$ cat config.mk
export PLATFORM = sky130hd
export DESIGN_NAME = lbcd_ctrl
export DESIGN_NICKNAME = d
export VERILOG_FILES = /design/src/rtl/core/lbcd_pkg.sv /design/src/rtl/core/lbcd_ctrl.sv
export SDC_FILE = /design/constraint.sdc
export NUM_CORES = 1
export LEC_CHECK = 0
export CAP_MARGIN = 20
export CORE_AREA = 8 8 45 47
export DETAILED_ROUTE_END_ITERATION = 16
export DIE_AREA = 0 0 53 55
export DONT_BUFFER_PORTS = 1
export SKIP_LAST_GASP = 1
export SYNTH_ARGS = -nofsm -noshare
export SYNTH_HDL_FRONTEND = slang
export SYNTH_SLANG_ARGS = --single-unit
$ cat constraint.sdc
create_clock -name clk_i -period 2.4 [get_ports clk_i]
set_clock_uncertainty 0.2 [all_clocks]
set_input_delay 0.12 -clock clk_i [delete_from_list [all_inputs] [get_ports clk_i]]
set_output_delay 0.12 -clock clk_i [all_outputs]
set_load 0.1 [all_outputs]
$ cat src/rtl/core/lbcd_pkg.sv
// Types and constants of the LRU block cache directory.
`timescale 1ns / 1ps
`default_nettype none

package lbcd_pkg;

  localparam int unsigned CAPACITY_DEF   = 64;
  localparam int unsigned BLOCK_BITS_DEF = 32;
  localparam int unsigned REF_BITS_DEF   = 16;

  localparam int unsigned OP_W       = 2;
  localparam int unsigned BLOCK_IN_W = 32;
  localparam int unsigned STATUS_W   = 3;
  localparam int unsigned SLOT_W     = 6;
  localparam int unsigned COUNT_W    = 7;
  localparam int unsigned THR_W      = 7;
  localparam int unsigned OUT_DATA_W = 16;

  localparam logic [THR_W-1:0] THR_RESET = 7'd32;

  typedef enum logic [OP_W-1:0] {
    OP_ACQUIRE = 2'd0,
    OP_RELEASE = 2'd1,
    OP_PIN     = 2'd2,
    OP_UNPIN   = 2'd3
  } opcode_e;

  typedef enum logic [STATUS_W-1:0] {
    ST_HIT      = 3'd0,
    ST_MISS     = 3'd1,
    ST_DONE     = 3'd2,
    ST_NOTFOUND = 3'd3,
    ST_FULL     = 3'd4,
    ST_COUNTERR = 3'd5
  } status_e;

  typedef struct packed {
    logic load;
    logic ev_init;
    logic ev_match;
    logic ev_step;
    logic scan_start;
    logic scan_run;
    logic ref_read;
    logic finish;
  } dp_cmd_t;

  typedef struct packed {
    logic in_acquire;
    logic ev_skip;
    logic ev_done;
    logic scan_hit;
    logic scan_end;
    logic out_free;
  } dp_sts_t;

endpackage

`default_nettype wire

$ cat src/rtl/core/lbcd_ctrl.sv
// Sequencer of the directory: eviction walk, tag scan, count read, result.
`timescale 1ns / 1ps
`default_nettype none

module lbcd_ctrl (
  input  wire logic            clk_i,
  input  wire logic            rst_ni,
  input  wire logic            s_valid_i,
  output logic                 s_ready_o,
  input  wire lbcd_pkg::dp_sts_t sts_i,
  output lbcd_pkg::dp_cmd_t    cmd_o
);
  import lbcd_pkg::*;

  typedef enum logic [5:0] {
    S_IDLE     = 6'b000001,
    S_EV_MATCH = 6'b000010,
    S_EV_STEP  = 6'b000100,
    S_SCAN     = 6'b001000,
    S_REFRD    = 6'b010000,
    S_FINISH   = 6'b100000
  } state_e;

  state_e state_q, state_d;

  always_comb begin
    state_d = state_q;
    cmd_o   = '0;
    case (state_q)
      S_IDLE: begin
        if (s_valid_i) begin
          cmd_o.load = 1'b1;
          if (sts_i.in_acquire) begin
            cmd_o.ev_init = 1'b1;
            if (sts_i.ev_skip) begin
              cmd_o.scan_start = 1'b1;
              state_d = S_SCAN;
            end else begin
              state_d = S_EV_MATCH;
            end
          end else begin
            cmd_o.scan_start = 1'b1;
            state_d = S_SCAN;
          end
        end
      end
      S_EV_MATCH: begin
        cmd_o.ev_match = 1'b1;
        state_d = S_EV_STEP;
      end
      S_EV_STEP: begin
        cmd_o.ev_step = 1'b1;
        if (sts_i.ev_done) begin
          cmd_o.scan_start = 1'b1;
          state_d = S_SCAN;
        end else begin
          state_d = S_EV_MATCH;
        end
      end
      S_SCAN: begin
        cmd_o.scan_run = 1'b1;
        if (sts_i.scan_hit) begin
          state_d = S_REFRD;
        end else if (sts_i.scan_end) begin
          state_d = S_FINISH;
        end
      end
      S_REFRD: begin
        cmd_o.ref_read = 1'b1;
        state_d = S_FINISH;
      end
      S_FINISH: begin
        if (sts_i.out_free) begin
          cmd_o.finish = 1'b1;
          state_d = S_IDLE;
        end
      end
      default: begin
        state_d = S_IDLE;
      end
    endcase
  end

  assign s_ready_o = (state_q == S_IDLE);

  always_ff @(posedge clk_i or negedge rst_ni) begin
    if (!rst_ni) begin
      state_q <= S_IDLE;
    end else begin
      state_q <= state_d;
    end
  end

endmodule

`default_nettype wire

; ---- After elaboration in Yosys (flattened, before gate mapping)
; Cells that the tools add are included.
; Widths: inputs -> output; s select.
[word_totals]
reg_bits = 6
inputBits = 9
output_inout_bits = 9
elab_cells = 33
[op_classes]
n_eq_ne = 9
mux = 22
n_reduce_logical = 1
[ops]
columns = op, count
row1 = $pmux 6 s6, 1
row2 = $mux 6, 4
row3 = $mux 4, 3
row4 = $mux 1, 11
row5 = $eq 6x1->1 const B, 1
row6 = $eq 6x2->1 const B, 1
row7 = $eq 6x3->1 const B, 1
row8 = $eq 6x4->1 const B, 1
row9 = $eq 6x5->1 const B, 1
row10 = $eq 6x6->1 const B, 1
row11 = $mux 2, 2
row12 = $ne 2x2->1 const B, 2
row13 = $ne 3x3->1 const B, 1
row14 = $reduce_and 3->1, 1
row15 = $pmux 1 s2, 1

; ---- Longest topological paths before layout
; Gate-level depths: netlist of run 1.
[logic_depth]
ltp_word = 4
ltp_mapped = 4
ltp_nobuf = 4

; ---- Least setup slack after synthesis of run 1
; No wires, ideal clock.
[synth_path]
path_type = reg-to-reg
start = register state_q[1]
end = register state_q[3]
setup_time_ns = 0.068
arrival_time_ns = 3.346
required_time_ns = 2.132
path_slack_ns = -1.215
path_stages_with_launch = 5
path_buffers = 0
synth_period_minus_slack_ns = 3.615
cell_sequence = dfrtp_1 -> or4_4 -> nor3b_2 -> a32o_1 -> or2_1
[synth_between]
elab_chain_cells = 3
elab_cells_between_ends = 11
cone_classes = eq/ne (9) / mux (1) / reduce/logical (1)
[synth_lines]
columns = item, line_no
row1 = from (decl), lbcd_ctrl.sv:24  ; state_e state_q, state_d;
row2 = from (signal assigned), lbcd_ctrl.sv:90  ; state_q <= state_d;
row3 = "$eq 6x4->1, or another cell as far along", lbcd_ctrl.sv:29  ; case (state_q)
row4 = $ne 3x3->1 (no source line) or $ne 2x2->1 (tied branches), -
row5 = $reduce_and 3->1 (no source line), -
; Several ways; a longest one is shown, not always the timed one.
; A chain may end at the register's enable or synchronous reset.

; ---- Final worst setup path of run 1
[layout_path]
start = register state_q[2]
end = register state_q[3]
; Same word-level chain as after synthesis.

==> out/qor.txt, run 1 <==
syn avg cell area - 9.565 sq um
Port Buf Inserts - 0
Final Instance Area - 745.7 sq um
CP required - 2.38 ns
Post-Synth Simple-Gate Area - 0.4797
Initial Util - 0.3110
DRC violation count after routing - 0
CTS Buf Count - 3
Synth Area in Compound Gates - 0.1308
crit path DAT - 2.33 ns
most instantiated cells after synthesis - 5 x dfrtp_1, 4 x nand2b_1, 4 x nor3_1
Cell variety after synth - 24
Mapped Area - 430.4 sq um
max-cap violations - 0
per-cell routed wire length - 13.78 um
total die area - 2915 sq um
post-synthesis mux area share - 0
Tcrit/Tclk final - 0.9775
Top Usage Layer GRT - met2
total track usage - 0.08571
CTS Buffer Depth - 2
maximum VDD drop - 0.001045 V
kind of end point of the critical path - flip-flop
Async SR Flop Fraction - 1.000
Die Wd - 53 um
CP Max Fanout - 6
count leader, synth - dfrtp_1
DR vias/cell - 4.931
total via count in the routed design - 429
CP Launch Type - flip-flop
TritonCTS Sinks - 6
latest clock arrival within the worst-skew pair - 0.25 ns
final RePlAce weighted congestion - 0.8302
IO Pins - 18
Largest Register - state_q
CTS Root Cell - clkbuf_4
diodes inserted - 0
routing usage on met3 - 0.02406
main combinational cell family by area after synthesis - simple AND/OR/NAND/NOR gates
Mapped Cells - 45
top cell type's share of synthesized area - 0.2907
Post-layout nets - 81
register area share after synthesis - 0.3517
power per cell area - 1323 nW/um^2
max FFs per register - 6
Worst-path clk slew - 0.04 ns
Adder-Cell Fraction of Synth Area - 0
Post-Syn Nets - 54
first-pass GRT wire length - 1800 um
worst-margin pin slew - 0.3226 ns
pin count of the biggest net entering global routing - 8
post-route insts no fill - 87
cell row count - 14
CTS tree - built
Setup TNS Final - 0 ns
Worst Hold Class - input pin to output port
number of routed nets with antenna violations - 0
hpwl dp - 843.8 um
core area - 1384 sq um
Synth Warn # - 0
Setup violations, final - 0
Post-synth EDFFs - 0
synth-to-layout area growth - 73.26%
biggest regs - state_q x6
DR iter-0 viols - 6
ratio of cells with drive above 1 in the final layout - 0.4085
initial antenna violation count - 0
vias in the first global route - 406
total congestion overflow - 0
Die Ht - 55 um
status - completed
FMAX - 426.3 MHz
M2 GR Usage - 0.1406
final hold vios - 0
placed cells - 70
total wire length - 1199 um
Primary FF master, synth - dfrtp_1
htree depth - 1
flops & latches, synth - 6
Leak Pwr - 0.3204 nW
Synth Area in XOR/XNOR - 0.02035
CP Class - flip-flop to flip-flop
synth top area cells - dfrtp_1 29%, dfstp_2 6.1%, nand2b_1 5.8%, nor3b_2 5.8%, or4_4 5.2%
cell accounting for the most synthesized area - dfrtp_1
count of pins over their slew limit - 0
GRT met1 Usage - 0.08796
dpl cell area - 591.8 sq um
fin crit period - 2.346 ns
Max-Slew Margin vs Limit - 0.7849
# fillers - 122
drt pass-1 iters - 4
[cell families (layout without fill, tap and decap cells)]
family	after synthesis	after routing
simple gates	28	28
compound gates	8	8
flops	6	6
buf+inv	2	28
xor+xnor	1	1
[final cells by class]
cell class / instances / area (sq um) / area share
Timing Repair Buffer: 22 / 230.2 / 0.3087
Clock buffer: 4 / 26.28 / 0.03523
Sequential cell: 6 / 153.9 / 0.2064
Tap cell: 16 / 20.02 / 0.02685
Multi-Input combinational cell: 37 / 307.8 / 0.4128
Inverter: 2 / 7.507 / 0.01007
[metrics by stage]
step	utilization	setup slack [ns]	total power [W]	hold slack, ns
after floorplan	-	-0.3472	0.0006906	-0.3756
after global placement	0.4277	0.4822	0.0008485	-0.3754
after detailed placement	0.4277	0.4701	0.0008506	-0.3754
after CTS	0.5262	0.05268	0.0009855	0.3537
after global routing	0.5389	-0.002359	0.001038	0.3587
final	0.5389	0.05403	0.0009866	0.3545
[power by group]
group	leakage, nW	switching, W	internal [W]
Sequential	0.0759	0.0000378	0.000134
Clock	0.0150	0.0000373	0.0000630
Combinational	0.230	0.000457	0.000257
[what timing repair did]
action                                  in CTS  in global routing
endpoints found under the hold margin       11                  0
buffers inserted                             0                  2
gates resized for setup                      0                  2
endpoints found under the setup margin       0                  1
hold buffers                                11                  0
[per-layer routing]
| layer | routed length, um | part of all wire | up-vias |
|---|---|---|---|
| li1 | - | - | 211 |
| met1 | 474 | 0.40 | 208 |
| met2 | 659 | 0.55 | 8 |
| met4 | 19 | 0.016 | 0 |
| met5 | 0 | 0 | - |
| met3 | 46 | 0.038 | 2 |
[worst max-delay path, cell delays in order (launching register included)]
cell and delay, ns:
dfrtp_2 0.43, or4_4 0.58, nor2b_4 0.20, a32o_4 0.24, dlygate4sd3_1 0.54, or2_1 0.09
[cells in the final DEF (no fill, tap or decap), drive strengths merged, types with 2 or more instances in the layout]
cell type and instances:
nand2b 4, clkbuf 4, o21ai 3, dlygate4sd3 11
nor3b 3, nor3 4, nor2 3, and2 2
nand3b 2, nor2b 4, buf 11, inv 2
or4 2, dfrtp 5
[path summary, 6_finish.rpt]
check | startpoint | end | slack [ns] | cells after the start
min in group asynchronous | rst_ni | state_q[1] | 0.52 | 2
hold / removal | s_valid_i | cmd_o[7] | 0.35 | 2
hold reg to reg | state_q[2] | state_q[2] | 0.47 | 2
setup reg to reg | state_q[2] | state_q[3] | 0.05 | 5
max in group asynchronous | rst_ni | state_q[0] | 1.21 | 2
setup / recovery | state_q[2] | state_q[3] | 0.05 | 5
Note: power is estimated with default switching activity, not from simulation.
==> run 2: changes to the inputs <==
--- a/config.mk
+++ b/config.mk
@@ -10,6 +10,7 @@
 export DETAILED_ROUTE_END_ITERATION = 16
 export DIE_AREA = 0 0 53 55
 export DONT_BUFFER_PORTS = 1
+export RECOVER_POWER = 100
 export SKIP_LAST_GASP = 1
 export SYNTH_ARGS = -nofsm -noshare
 export SYNTH_HDL_FRONTEND = slang
==> out/qor.txt, run 2 (same netlist as run 1, synthesis figures left out) <==
total track usage - 0.08571
max FFs per register - 6
synth-to-layout area growth - 66.86%
per-cell routed wire length - 13.86 um
total congestion overflow - 0
Port Buf Inserts - 0
status - completed
htree depth - 1
drt pass-1 iters - 4
Comb pwr share - 0.716
final hold vios - 0
TritonCTS Sinks - 6
Max-Slew Margin vs Limit - 0.7836
CP Class - flip-flop to flip-flop
CTS Root Cell - clkbuf_4
clock power share - 0.105
max-cap violations - 0
Initial Util - 0.3110
kind of end point of the critical path - flip-flop
Largest Register - state_q
worst-margin pin slew - 0.3246 ns
NetSw - 0.0005273 W
Hold Crit Start - s_valid_i
Leak Pwr - 0.3173 nW
CTS Buffer Depth - 2
power per cell area - 1331 nW/um^2
total wire length - 1206 um
fraction of power spent switching nets - 0.5518
final RePlAce weighted congestion - 0.8302
CP Max Fanout - 6
DR vias/cell - 4.943
Die Ht - 55 um
biggest regs - state_q x6
Die Wd - 53 um
CTS Buf Count - 3
core area - 1384 sq um
latest clock arrival within the worst-skew pair - 0.25 ns
Post-layout nets - 81
number of routed nets with antenna violations - 0
initial antenna violation count - 0
hpwl dp - 843.8 um
DR iter-0 viols - 6
CP Launch Type - flip-flop
CTS tree - built
DRC violation count after routing - 0
worst reg-to-reg path cell count - 5
count of pins over their slew limit - 0
diodes inserted - 0
Tcrit/Tclk final - 0.9703
vias in the first global route - 406
WHS Endpoint - cmd_o[7]
total die area - 2915 sq um
Power, Total - 0.0009556 W
RSZ-0062 raised after global routing - no
Worst-path clk slew - 0.05 ns
RR Endpoint - state_q[1]
first-pass GRT wire length - 1800 um
CP required - 2.36 ns
Worst R2R Setup Slack - 0.07 ns
Int Pwr - 0.0004282 W
Worst Hold Depth - 2
Hold WS - 0.3546 ns
IO Pins - 18
FMAX - 429.4 MHz
# fillers - 128
Worst Hold Class - input pin to output port
fin crit period - 2.329 ns
total via count in the routed design - 430
cell row count - 14
sequential share of power - 0.179
pin count of the biggest net entering global routing - 8
Setup violations, final - 0
ratio of cells with drive above 1 in the final layout - 0.3803
leading cell type in the layout, fill and taps excluded - dlygate4sd3_1
crit path DAT - 2.28 ns
commonest cells after routing, fill and taps aside - 11 x dlygate4sd3_1, 10 x buf_4, 5 x dfrtp_1, 4 x nand2b_1
Crit Reg-Reg Startpoint - state_q[2]
maximum VDD drop - 0.001000 V
-- run 2: cell types whose count changed in the layout (fill, tap and decap cells not counted) --
cell,previous run,this run
dfrtp_1,3,5
buf_12,3,1
dfrtp_2,2,0
buf_4,8,10
-- run 2: power by group through the flow --
| stage | Sequential, W | Combinational, W | Clock (W) |
|---|---|---|---|
| 2_1_floorplan | 0.000164 | 0.000527 | 0 |
| 3_3_place_gp | 0.000170 | 0.000678 | 0 |
| 3_5_place_dp | 0.000171 | 0.000680 | 0 |
| 4_1_cts | 0.000169 | 0.000712 | 0.000105 |
| 5_1_grt | 0.000177 | 0.000715 | 0.000114 |
| 6_report | 0.000171 | 0.000684 | 0.000100 |
-- run 2: cell type report --
type                    instances  area, sq um  area share
well taps                      16        20.02     0.02787
clock buffers                   4        26.28     0.03659
repair buffers                 22        205.2      0.2857
flip-flops and latches          6        151.4      0.2108
multi-input cells              37        307.8      0.4286
inverters                       2        7.507     0.01045
-- run 2: metal layers --
layer / vias up / wire [um] / part of all wire / track usage
met1: 209 / 481 / 0.40 / 0.08796
li1: 211 / - / - / -
met4: 0 / 19 / 0.016 / 0.07759
met5: - / 0 / 0 / 0
met3: 2 / 46 / 0.038 / 0.02406
met2: 8 / 659 / 0.55 / 0.1406
-- run 2: repair_timing --
action / in CTS / in global routing
setup buffers: 0 / 2
resized for setup: 0 / 2
endpoints found under the setup margin: 0 / 1
hold buffers: 11 / 0
hold endpoints to repair: 11 / 0
-- run 2: worst max-delay path by stage --
stage                    start         end  depth (start not counted)
finish              state_q[2]  state_q[1]                          5
floorplan           state_q[4]  state_q[3]                          4
CTS                 state_q[4]  state_q[3]                          5
detailed placement  state_q[2]    cmd_o[3]                          4
global route        state_q[2]  state_q[3]                          5
global placement    state_q[2]    cmd_o[3]                          4
-- run 2: worst max-delay path, stage by stage (launching register included) --
cell           delay (ns)
dfrtp_1              0.43
or4_4                0.59
nor2b_4              0.20
nand3b_1             0.09
dlygate4sd3_1        0.56
a21boi_1             0.18
-- run 2: per-stage QoR --
step | instance area [sq um] | std cells | utilization | setup WS [ns] | setup TNS, ns
final | 718.2 | 87 | 0.5190 | 0.07123 | 0
after global placement | 591.8 | 70 | 0.4277 | 0.4822 | 0
after CTS | 728.2 | 85 | 0.5262 | 0.05268 | 0
after floorplan | 457.9 | 45 | - | -0.3472 | -0.8443
after global routing | 718.2 | 87 | 0.5190 | 0.008253 | 0
after detailed placement | 591.8 | 70 | 0.4277 | 0.4701 | 0
